<file path="src/sv/dcs_pkg.sv">
// Shared types, widths and helper functions for the dominant color similarity block.
// Depends on nothing; every other file imports it.
package dcs_pkg;

    // Fixed-point formats
    localparam int SHARE_FRAC_BITS   = 16;
    localparam int CHANNEL_FRAC_BITS = 4;

    // Field and datapath widths
    localparam int CH_W    = 13;
    localparam int DIFF_W  = CH_W + 1;
    localparam int MAG_W   = CH_W;
    localparam int SQ_W    = 2 * MAG_W;
    localparam int DIST_W  = SQ_W + 2;
    localparam int THR_W   = 24;
    localparam int SHARE_W = SHARE_FRAC_BITS + 1;
    localparam int MUL_W   = SHARE_W;
    localparam int PROD_W  = 2 * MUL_W;
    localparam int CNT_W   = $clog2(SHARE_FRAC_BITS);

    // APB register map
    localparam int DATA_W    = 32;
    localparam int REG_IDX_W = 2;
    localparam int ADDR_W    = REG_IDX_W + 2;

    localparam logic [REG_IDX_W-1:0] REG_LUV_MODE      = 2'd0;
    localparam logic [REG_IDX_W-1:0] REG_RGB_THRESHOLD = 2'd1;
    localparam logic [REG_IDX_W-1:0] REG_LUV_THRESHOLD = 2'd2;

    // 1.0 in share format
    localparam logic [SHARE_W-1:0] SHARE_ONE = SHARE_W'(1) << SHARE_FRAC_BITS;

    // Threshold reset values: 80.0 and 200.0 in squared channel units
    localparam logic [THR_W-1:0] RGB_THR_RESET = THR_W'(80 << (2 * CHANNEL_FRAC_BITS));
    localparam logic [THR_W-1:0] LUV_THR_RESET = THR_W'(200 << (2 * CHANNEL_FRAC_BITS));

    // Configuration as seen by the datapath
    typedef struct packed {
        logic             luv_mode;
        logic [THR_W-1:0] rgb_threshold;
        logic [THR_W-1:0] luv_threshold;
    } cfg_t;

    // Color term unit request and status
    typedef struct packed {
        logic              start;
        logic [DIST_W-1:0] distance;
        logic [THR_W-1:0]  thr;
    } term_cmd_t;

    typedef struct packed {
        logic               done;
        logic [SHARE_W-1:0] term;
    } term_stat_t;

    // Absolute difference of two signed channels
    function automatic logic [MAG_W-1:0] chan_mag(logic signed [CH_W-1:0] a,
                                                  logic signed [CH_W-1:0] b);
        logic signed [DIFF_W-1:0] d;
        d = DIFF_W'(a) - DIFF_W'(b);
        return d[DIFF_W-1] ? MAG_W'(-d) : MAG_W'(d);
    endfunction

    // Saturate a share at 1.0
    function automatic logic [SHARE_W-1:0] clamp_share(logic [SHARE_W-1:0] v);
        return (v > SHARE_ONE) ? SHARE_ONE : v;
    endfunction

endpackage

</file>
<file path="src/sv/dcs_if.sv">
// Stream interfaces for the color pair requests and the similarity results.
// Depends on dcs_pkg.
interface dcs_pair_if;
    import dcs_pkg::*;

    logic                   valid;
    logic                   ready;
    logic signed [CH_W-1:0] first_ch0;
    logic signed [CH_W-1:0] first_ch1;
    logic signed [CH_W-1:0] first_ch2;
    logic signed [CH_W-1:0] second_ch0;
    logic signed [CH_W-1:0] second_ch1;
    logic signed [CH_W-1:0] second_ch2;
    logic [SHARE_W-1:0]     first_share;
    logic [SHARE_W-1:0]     second_share;
    logic                   last_pair;

    modport source (
        output valid, first_ch0, first_ch1, first_ch2,
               second_ch0, second_ch1, second_ch2,
               first_share, second_share, last_pair,
        input  ready
    );

    modport sink (
        input  valid, first_ch0, first_ch1, first_ch2,
               second_ch0, second_ch1, second_ch2,
               first_share, second_share, last_pair,
        output ready
    );
endinterface

interface dcs_sim_if;
    import dcs_pkg::*;

    logic               valid;
    logic               ready;
    logic [SHARE_W-1:0] similarity;

    modport source (output valid, similarity, input ready);
    modport sink   (input valid, similarity, output ready);
endinterface

</file>
<file path="src/sv/dcs_regs.sv">
// APB configuration registers: color space select and the two distance thresholds.
// Depends on dcs_pkg.
module dcs_regs (
    input  logic                      clk,
    input  logic                      rst_n,
    input  logic                      psel,
    input  logic                      penable,
    input  logic                      pwrite,
    input  logic [dcs_pkg::ADDR_W-1:0] paddr,
    input  logic [dcs_pkg::DATA_W-1:0] pwdata,
    output logic [dcs_pkg::DATA_W-1:0] prdata,
    output dcs_pkg::cfg_t             cfg
);
    import dcs_pkg::*;

    logic                 luv_mode_reg;
    logic [THR_W-1:0]     rgb_thr_reg;
    logic [THR_W-1:0]     luv_thr_reg;
    logic [REG_IDX_W-1:0] idx;
    logic                 wr_en;

    assign idx   = paddr[ADDR_W-1:2];
    assign wr_en = psel && penable && pwrite;

    // Write on the access phase
    always_ff @(posedge clk or negedge rst_n)
    begin
        if (!rst_n)
        begin
            luv_mode_reg <= 1'b0;
            rgb_thr_reg  <= RGB_THR_RESET;
            luv_thr_reg  <= LUV_THR_RESET;
        end
        else if (wr_en)
        begin
            case (idx)
                REG_LUV_MODE:      luv_mode_reg <= pwdata[0];
                REG_RGB_THRESHOLD: rgb_thr_reg  <= pwdata[THR_W-1:0];
                REG_LUV_THRESHOLD: luv_thr_reg  <= pwdata[THR_W-1:0];
                default:           ;
            endcase
        end
    end

    // Read back
    always_comb
    begin
        case (idx)
            REG_LUV_MODE:      prdata = DATA_W'(luv_mode_reg);
            REG_RGB_THRESHOLD: prdata = DATA_W'(rgb_thr_reg);
            REG_LUV_THRESHOLD: prdata = DATA_W'(luv_thr_reg);
            default:           prdata = '0;
        endcase
    end

    assign cfg.luv_mode      = luv_mode_reg;
    assign cfg.rgb_threshold = rgb_thr_reg;
    assign cfg.luv_threshold = luv_thr_reg;

endmodule

</file>
<file path="src/sv/dcs_mul.sv">
// Shared unsigned multiplier with a registered product.
// Depends on dcs_pkg.
module dcs_mul (
    input  logic                      clk,
    input  logic                      en,
    input  logic [dcs_pkg::MUL_W-1:0]  a,
    input  logic [dcs_pkg::MUL_W-1:0]  b,
    output logic [dcs_pkg::PROD_W-1:0] prod
);
    import dcs_pkg::*;

    logic [PROD_W-1:0] prod_reg;

    // Capture one product per enabled cycle
    always_ff @(posedge clk)
    begin
        if (en)
        begin
            prod_reg <= PROD_W'(a) * PROD_W'(b);
        end
    end

    assign prod = prod_reg;

endmodule

</file>
<file path="src/sv/dcs_term.sv">
// Color term unit: 1 - d/T in share format via a restoring divider, one quotient
// bit per cycle. Depends on dcs_pkg.
module dcs_term (
    input  logic                clk,
    input  logic                rst_n,
    input  dcs_pkg::term_cmd_t  cmd,
    output dcs_pkg::term_stat_t stat
);
    import dcs_pkg::*;

    logic                       busy_reg, busy_next;
    logic                       done_reg, done_next;
    logic [CNT_W-1:0]           cnt_reg, cnt_next;
    logic [THR_W-1:0]           rem_reg, rem_next;
    logic [THR_W-1:0]           div_reg, div_next;
    logic [SHARE_FRAC_BITS-1:0] quo_reg, quo_next;
    logic [SHARE_W-1:0]         term_reg, term_next;
    logic [THR_W:0]             shifted;
    logic [THR_W:0]             trial;

    // One restoring step
    assign shifted = {rem_reg, 1'b0};
    assign trial   = shifted - {1'b0, div_reg};

    always_comb
    begin
        busy_next = busy_reg;
        done_next = 1'b0;
        cnt_next  = cnt_reg;
        rem_next  = rem_reg;
        div_next  = div_reg;
        quo_next  = quo_reg;
        term_next = term_reg;

        if (cmd.start)
        begin
            cnt_next = '0;
            quo_next = '0;
            div_next = cmd.thr;
            rem_next = cmd.thr - cmd.distance[THR_W-1:0];
            // Outside the threshold: no color credit
            if (cmd.distance > DIST_W'(cmd.thr))
            begin
                term_next = '0;
                done_next = 1'b1;
            end
            // Identical colors, also covers a zero threshold
            else if (cmd.distance == '0)
            begin
                term_next = SHARE_ONE;
                done_next = 1'b1;
            end
            else
            begin
                busy_next = 1'b1;
            end
        end
        else if (busy_reg)
        begin
            if (!trial[THR_W])
            begin
                rem_next = trial[THR_W-1:0];
                quo_next = {quo_reg[SHARE_FRAC_BITS-2:0], 1'b1};
            end
            else
            begin
                rem_next = shifted[THR_W-1:0];
                quo_next = {quo_reg[SHARE_FRAC_BITS-2:0], 1'b0};
            end
            cnt_next = cnt_reg + 1'b1;
            if (cnt_reg == CNT_W'(SHARE_FRAC_BITS - 1))
            begin
                busy_next = 1'b0;
                done_next = 1'b1;
                term_next = SHARE_W'(quo_next);
            end
        end
    end

    // Control state
    always_ff @(posedge clk or negedge rst_n)
    begin
        if (!rst_n)
        begin
            busy_reg <= 1'b0;
            done_reg <= 1'b0;
            cnt_reg  <= '0;
        end
        else
        begin
            busy_reg <= busy_next;
            done_reg <= done_next;
            cnt_reg  <= cnt_next;
        end
    end

    // Division datapath
    always_ff @(posedge clk)
    begin
        rem_reg  <= rem_next;
        div_reg  <= div_next;
        quo_reg  <= quo_next;
        term_reg <= term_next;
    end

    assign stat.done = done_reg;
    assign stat.term = term_reg;

endmodule

</file>
<file path="src/sv/dominant_color_similarity.sv">
// Dominant color similarity accumulator top: sequencer, APB registers (dcs_regs),
// shared multiplier (dcs_mul), color term divider (dcs_term); needs dcs_pkg, dcs_if.
//
// Usage:
//   pair   - request channel, one matched pair of dominant colors per request:
//            three signed channels per color (4 fraction bits), two Q16 shares
//            and last_pair.
//   result - one Q16 similarity per descriptor comparison, sent after the request
//            that carries last_pair; the running sum then restarts at zero.
//   APB    - luv_mode at 0x0, rgb_threshold at 0x4, luv_threshold at 0x8;
//            write only while no request is in flight.
// Timing: the color term divider is skipped when the distance is zero or above the
//   threshold. Otherwise the cost is the divider, one quotient bit per cycle over 16
//   bits; every request also takes five passes through the shared multiplier.
//   pair.ready is high only while idle; a result is loaded at the same edge as the
//   sum update of the last pair.
// Reset: clears the running sum and the output valid, and loads the default
//   thresholds (80.0 RGB, 200.0 LUV) with RGB space selected.
// Stall: a result is held in an output register until taken; the next request
//   is accepted meanwhile, and a later last pair waits for the register to free.
module dominant_color_similarity (
    input  logic                       clk,
    input  logic                       rst_n,
    dcs_pair_if.sink                   pair,
    dcs_sim_if.source                  result,
    input  logic                       psel,
    input  logic                       penable,
    input  logic                       pwrite,
    input  logic [dcs_pkg::ADDR_W-1:0] paddr,
    input  logic [dcs_pkg::DATA_W-1:0] pwdata,
    output logic [dcs_pkg::DATA_W-1:0] prdata,
    output logic                       pready
);
    import dcs_pkg::*;

    localparam logic [2:0] ST_IDLE  = 3'd0;
    localparam logic [2:0] ST_SQ    = 3'd1;
    localparam logic [2:0] ST_WGT   = 3'd2;
    localparam logic [2:0] ST_START = 3'd3;
    localparam logic [2:0] ST_TERM  = 3'd4;
    localparam logic [2:0] ST_ACC   = 3'd5;

    cfg_t        cfg;
    term_cmd_t   term_cmd;
    term_stat_t  term_stat;

    logic [2:0]          state_reg, state_next;
    logic [1:0]          step_reg, step_next;
    logic [MAG_W-1:0]    mag_reg [3];
    logic [SHARE_W-1:0]  wa_reg;
    logic [SHARE_W-1:0]  lo_reg;
    logic                last_reg;
    logic [DIST_W-1:0]   dist_reg, dist_next;
    logic [SHARE_W-1:0]  wgt_reg;
    logic [SHARE_W-1:0]  sum_reg, sum_next;
    logic                out_valid_reg, out_valid_next;
    logic [SHARE_W-1:0]  out_sim_reg;

    logic                accept;
    logic                mul_en;
    logic [MUL_W-1:0]    mul_a, mul_b;
    logic [PROD_W-1:0]   prod;
    logic [SHARE_W-1:0]  add_term;
    logic [SHARE_W:0]    sum_wide;
    logic [SHARE_W-1:0]  sum_sat;
    logic                emit;
    logic [SHARE_W-1:0]  p1, p2;

    dcs_regs u_regs (
        .clk     (clk),
        .rst_n   (rst_n),
        .psel    (psel),
        .penable (penable),
        .pwrite  (pwrite),
        .paddr   (paddr),
        .pwdata  (pwdata),
        .prdata  (prdata),
        .cfg     (cfg)
    );

    assign pready = 1'b1;

    dcs_mul u_mul (
        .clk  (clk),
        .en   (mul_en),
        .a    (mul_a),
        .b    (mul_b),
        .prod (prod)
    );

    dcs_term u_term (
        .clk   (clk),
        .rst_n (rst_n),
        .cmd   (term_cmd),
        .stat  (term_stat)
    );

    assign accept     = pair.valid && pair.ready;
    assign pair.ready = (state_reg == ST_IDLE);

    // Clamp the shares as they arrive
    assign p1 = clamp_share(pair.first_share);
    assign p2 = clamp_share(pair.second_share);

    // Latch the request operands, the pair weight, the distance and the result
    always_ff @(posedge clk)
    begin
        if (accept)
        begin
            mag_reg[0] <= chan_mag(pair.first_ch0, pair.second_ch0);
            mag_reg[1] <= chan_mag(pair.first_ch1, pair.second_ch1);
            mag_reg[2] <= chan_mag(pair.first_ch2, pair.second_ch2);
            wa_reg     <= SHARE_ONE - ((p1 > p2) ? (p1 - p2) : (p2 - p1));
            lo_reg     <= (p1 < p2) ? p1 : p2;
            last_reg   <= pair.last_pair;
        end
        if (state_reg == ST_START)
        begin
            wgt_reg <= prod[SHARE_FRAC_BITS +: SHARE_W];
        end
        dist_reg <= dist_next;
        if (emit)
        begin
            out_sim_reg <= sum_sat;
        end
    end

    // Scaled pair contribution and saturated running sum
    assign add_term = prod[SHARE_FRAC_BITS +: SHARE_W];
    assign sum_wide = {1'b0, sum_reg} + {1'b0, add_term};
    assign sum_sat  = (sum_wide > (SHARE_W + 1)'(SHARE_ONE)) ? SHARE_ONE
                                                             : sum_wide[SHARE_W-1:0];
    assign emit     = (state_reg == ST_ACC) && last_reg && (!out_valid_reg || result.ready);

    // Color term request
    assign term_cmd.start    = (state_reg == ST_START);
    assign term_cmd.distance = dist_reg;
    assign term_cmd.thr      = cfg.luv_mode ? cfg.luv_threshold : cfg.rgb_threshold;

    // Sequencer: operand selection for the shared multiplier and next state
    always_comb
    begin
        state_next     = state_reg;
        step_next      = step_reg;
        dist_next      = dist_reg;
        sum_next       = sum_reg;
        mul_en         = 1'b0;
        mul_a          = '0;
        mul_b          = '0;
        out_valid_next = out_valid_reg;

        if (result.ready)
        begin
            out_valid_next = 1'b0;
        end

        case (state_reg)
            ST_IDLE:
            begin
                step_next = '0;
                dist_next = '0;
                if (accept)
                begin
                    state_next = ST_SQ;
                end
            end
            ST_SQ:
            begin
                mul_en = 1'b1;
                mul_a  = MUL_W'(mag_reg[step_reg]);
                mul_b  = MUL_W'(mag_reg[step_reg]);
                if (step_reg != '0)
                begin
                    dist_next = dist_reg + DIST_W'(prod[SQ_W-1:0]);
                end
                step_next = step_reg + 1'b1;
                if (step_reg == 2'd2)
                begin
                    state_next = ST_WGT;
                end
            end
            ST_WGT:
            begin
                mul_en     = 1'b1;
                mul_a      = wa_reg;
                mul_b      = lo_reg;
                dist_next  = dist_reg + DIST_W'(prod[SQ_W-1:0]);
                state_next = ST_START;
            end
            ST_START:
            begin
                state_next = ST_TERM;
            end
            ST_TERM:
            begin
                // Scale the color term by the pair weight
                if (term_stat.done)
                begin
                    mul_en     = 1'b1;
                    mul_a      = term_stat.term;
                    mul_b      = wgt_reg;
                    state_next = ST_ACC;
                end
            end
            ST_ACC:
            begin
                if (!last_reg)
                begin
                    sum_next   = sum_sat;
                    state_next = ST_IDLE;
                end
                else if (emit)
                begin
                    sum_next       = '0;
                    out_valid_next = 1'b1;
                    state_next     = ST_IDLE;
                end
            end
            default:
            begin
                state_next = ST_IDLE;
            end
        endcase
    end

    // Control state
    always_ff @(posedge clk or negedge rst_n)
    begin
        if (!rst_n)
        begin
            state_reg     <= ST_IDLE;
            step_reg      <= '0;
            sum_reg       <= '0;
            out_valid_reg <= 1'b0;
        end
        else
        begin
            state_reg     <= state_next;
            step_reg      <= step_next;
            sum_reg       <= sum_next;
            out_valid_reg <= out_valid_next;
        end
    end

    assign result.valid      = out_valid_reg;
    assign result.similarity = out_sim_reg;

endmodule

</file>
<file path="src/flat_wrapper.sv">
// flat-port wrapper written by rule: the top's interface ports become plain ports
module dominant_color_similarity_flat import dcs_pkg::*;
  (clk, rst_n, psel, penable, pwrite, paddr, pwdata, prdata, pready, pair_valid, pair_first_ch0, pair_first_ch1, pair_first_ch2, pair_second_ch0, pair_second_ch1, pair_second_ch2, pair_first_share, pair_second_share, pair_last_pair, pair_ready, result_valid, result_similarity, result_ready);
  dcs_pair_if pair_i ();
  dcs_sim_if result_i ();
  input  logic clk;
  input  logic rst_n;
  input  logic psel;
  input  logic penable;
  input  logic pwrite;
  input  logic [dcs_pkg::ADDR_W-1:0] paddr;
  input  logic [dcs_pkg::DATA_W-1:0] pwdata;
  output logic [dcs_pkg::DATA_W-1:0] prdata;
  output logic pready;
  input wire logic [$bits(pair_i.valid)-1:0] pair_valid;
  input wire logic [$bits(pair_i.first_ch0)-1:0] pair_first_ch0;
  input wire logic [$bits(pair_i.first_ch1)-1:0] pair_first_ch1;
  input wire logic [$bits(pair_i.first_ch2)-1:0] pair_first_ch2;
  input wire logic [$bits(pair_i.second_ch0)-1:0] pair_second_ch0;
  input wire logic [$bits(pair_i.second_ch1)-1:0] pair_second_ch1;
  input wire logic [$bits(pair_i.second_ch2)-1:0] pair_second_ch2;
  input wire logic [$bits(pair_i.first_share)-1:0] pair_first_share;
  input wire logic [$bits(pair_i.second_share)-1:0] pair_second_share;
  input wire logic [$bits(pair_i.last_pair)-1:0] pair_last_pair;
  output wire logic [$bits(pair_i.ready)-1:0] pair_ready;
  output wire logic [$bits(result_i.valid)-1:0] result_valid;
  output wire logic [$bits(result_i.similarity)-1:0] result_similarity;
  input wire logic [$bits(result_i.ready)-1:0] result_ready;
  assign pair_i.valid = pair_valid;
  assign pair_i.first_ch0 = pair_first_ch0;
  assign pair_i.first_ch1 = pair_first_ch1;
  assign pair_i.first_ch2 = pair_first_ch2;
  assign pair_i.second_ch0 = pair_second_ch0;
  assign pair_i.second_ch1 = pair_second_ch1;
  assign pair_i.second_ch2 = pair_second_ch2;
  assign pair_i.first_share = pair_first_share;
  assign pair_i.second_share = pair_second_share;
  assign pair_i.last_pair = pair_last_pair;
  assign pair_ready = pair_i.ready;
  assign result_valid = result_i.valid;
  assign result_similarity = result_i.similarity;
  assign result_i.ready = result_ready;
  dominant_color_similarity u_core (.clk(clk), .rst_n(rst_n), .pair(pair_i), .result(result_i), .psel(psel), .penable(penable), .pwrite(pwrite), .paddr(paddr), .pwdata(pwdata), .prdata(prdata), .pready(pready));
endmodule
</file>
<file path="config.mk">
export PLATFORM = sky130hd
export DESIGN_NAME = dominant_color_similarity_flat
export DESIGN_NICKNAME = d
export VERILOG_FILES = /design/src/sv/dcs_pkg.sv /design/src/sv/dcs_if.sv /design/src/sv/dcs_regs.sv /design/src/sv/dcs_mul.sv /design/src/sv/dcs_term.sv /design/src/sv/dominant_color_similarity.sv /design/src/flat_wrapper.sv
export SDC_FILE = /design/constraint.sdc
export NUM_CORES = 2
export LEC_CHECK = 0
export BUFFER_PORTS_ARGS = -buffer_cell sky130_fd_sc_hd__clkbuf_2
export CORE_ASPECT_RATIO = 1.5
export CORE_MARGIN = 2
export CORE_UTILIZATION = 55
export CTS_CLUSTER_SIZE = 16
export DETAILED_ROUTE_END_ITERATION = 7
export GPL_TIMING_DRIVEN = 0
export HOLD_SLACK_MARGIN = 0.03
export MAX_ROUTING_LAYER = met4
export PLACE_DENSITY = 0.72
export SLEW_MARGIN = 25
export SYNTH_ARGS = -nofsm -noshare
export SYNTH_HDL_FRONTEND = slang
export SYNTH_HIERARCHICAL = 1
export SYNTH_SLANG_ARGS = --single-unit
</file>
<file path="constraint.sdc">
create_clock -name clk -period 8.3 [get_ports clk]
set_input_delay 1.66 -clock clk [delete_from_list [all_inputs] [get_ports clk]]
set_output_delay 1.66 -clock clk [all_outputs]
set_load 0.03 [all_outputs]
</file>
==> results.ini <==
[run_status]
run_status=finished clean

[logic_synthesis]
synthesis.yosys.warnings=6
avgSynthCellArea_um2=9.488
cell_count_after_synthesis=3399
synth_area_mm2=0.03225

[cts]
cts_buffer_depth=3
clk-insertion-delay-late_ns=0.52
clockRootBuffer=clkbuf_16
clock_tree.htree_level_count=2
hold_buffers=0
cts.sinks=327
clk_pin_slew_ns=0.06
cts_inserted_buffers=34
clock_tree_from_tritoncts=done

[layout]
final_nets=4321
area_growth_pct=10.22
largest_reg_flops=39
utilization_pct=61.32
n_fill_cell=4968
drive_gt1_share_pct=13.07

[flow_run]
cap_viol_max_count=0

[die]
top_level_ports=208
placeableCoreArea_mm2=0.05797
die_height_um=300.6
width_of_the_chip_um=201.7
fp.dieArea_mm2=0.06063
placementRows=108
floorplan.initialDensity_pct=55.63

[sta]
post_route_minimum_period_ns=8.001
hold-worst-slack_ns=0.4920
setup_repair_after_global_routing_missed_its_margin=false
final_layout_setup_total_negative_slack_ns=0
period_share_pct=96.40
worstMarginPinSlew_ns=0.8234
fin_max_slew_vios=0
timing.clock.skew_ns=0.01341
final-hold-violation-count=0
setup_violations=0
timing.max_slew.rel_slack_pct=45.11
fmaxAchievable_mhz=125.0

[worst_setup_path]
path_class=reg2reg
worst_path_max_fanout=10
critPathLaunchType=flop
critical_path_required_ns=8.56
crit_path_end_kind=flop
worstPathArrival_ns=8.26
regToRegSetupSlack_ns=0.30

[detailed_routing]
average_wire_per_standard_cell_um=18.96
vias=25080
dr.first_iter.drc_count=1461
post-route-drc-count=0
drt-vias-per-instance=5.663
ant_nets=0
detailed_route_wl_um=83950
drtPass1Iterations=5

[placement]
detailedPlacementHpwl_um=67190
final_wtd_congestion=0.9763
portBuffers=188

[global_route]
number_of_global_route_vias_before_repair=25590
gr-usage-all-layers_pct=28.59
number_of_antenna_violations_at_the_first_check_in_global_routing=3
first_pass_grt_wire_length_um=132500
grt_max_degree=79
gr_overflow_total=0

[power_and_ir_drop]
power.static_leakage_nw=16.99
power_switching_mw=8.086
ratio_of_total_power_to_cell_area_mw_per_mm2=451.0
seq_power_share_pct=20.5
ir_worst_vdd_mv=0.3825
clkPwrFrac_pct=9.6
power.share.switching_pct=50.44
p_comb_share_pct=69.9
power.internal_mw=7.945

[min_path]
min_path_type=reg2reg

[repair_timing]
| item | CTS | global route |
|---|---|---|
| setup buffers | 0 | 1 |
| pin swaps | 0 | 1 |
| cloned | 0 | 0 |
| resized for setup | 39 | 40 |
| endpoints found under the setup margin | 12 | 13 |
[layer usage]
layer	global-route usage (%)	vias up	wire, µm
met1	30.75	12100	30960
met2	52.51	807	44320
met4	14.29	0	4727
li1	-	11930	-
met3	2.597	245	3943
met5	-	-	0
[area by class of cell]
class / instances / area (µm²) / area share, %
diodes: 2 / 5.005 / 0.01408
well taps: 770 / 963.4 / 2.710
plain buffers: 123 / 655.6 / 1.844
flip-flops and latches: 327 / 9285 / 26.12
clock inverters: 17 / 166.4 / 0.4681
repair buffers: 195 / 1086 / 3.055
inverters: 497 / 1866 / 5.248
multi-input cells: 2454 / 20580 / 57.89
clock buffers: 44 / 939.7 / 2.643
[worst max-delay path, cell delays in order (launching register included)]
cell and delay [ns]:
dfrtp_1 0.38, clkbuf_1 0.21, nand2b_1 0.26, nor2_2 0.29, clkbuf_1 0.41, a221o_2 0.40
clkbuf_2 0.37, nand2_1 0.13, fa_1 0.54, inv_1 0.07, fa_1 0.47, fa_1 0.56
fa_1 0.54, fa_1 0.55, inv_1 0.06, fa_1 0.52, inv_1 0.04, ha_1 0.39
a21oi_1 0.29, o21ai_0 0.21, a221o_1 0.42, o21ai_0 0.17, o211ai_1 0.14, a21oi_1 0.19
xnor2_1 0.10
[power groups by stage]
stage | registers [mW] | clock network (mW) | logic, mW
finish | 3.29 | 1.53 | 11.2
global placement | 3.33 | 0 | 10.8
detailed placement | 3.31 | 0 | 11.1
floorplan | 3.12 | 0 | 8.04
global route | 3.33 | 1.61 | 12.5
CTS | 3.28 | 1.56 | 11.2
[through the flow]
step	std cells	setup slack, ns	cell area, µm²	power (mW)
floorplan	3406	1.092	32280	11.15
global placement	4364	-0.5490	34180	14.10
detailed placement	4370	-0.6318	34350	14.39
CTS	4429	0.006290	35500	16.01
global route	4428	0.002988	35540	17.41
finish	4429	0.2986	35550	16.03
[layout by cell type, fill, tap and decap left out, types with 20 or more instances in the layout]
cell       instances
o21a_1            29
a31oi_1           22
nand2b_1          36
nor3_1            31
a22o_1            30
fa_1             233
inv_1            495
mux2_2            75
clkbuf_1          45
buf_2             20
a21o_1            75
nand2_1          358
clkbuf_2         223
ha_1             300
dfrtp_1           73
nand3_1           39
and2_1           141
a21oi_1          164
xnor2_1          121
nand4_1           23
a221o_2           20
o21ai_0          125
edfxtp_1         234
mux2i_1           64
nor2_1           177
nor2b_1           47
xor2_1            63
clkbuf_16         35
[final timing paths]
check / startpoint / to / depth (start not counted)
setup / recovery: u_core/state_reg[0] / u_core/u_mul/prod[32] / 24
hold / removal: u_core/u_term/quo_reg[14] / u_core/u_term/quo_reg[14] / 2
setup reg to reg: u_core/state_reg[0] / u_core/u_mul/prod[32] / 24
hold reg to reg: u_core/u_term/quo_reg[14] / u_core/u_term/quo_reg[14] / 2
max in group asynchronous: rst_n / u_core/u_regs/luv_thr_reg[0] / 1
min in group asynchronous: rst_n / u_core/result.valid / 1
(Power assumes the default switching activity.)
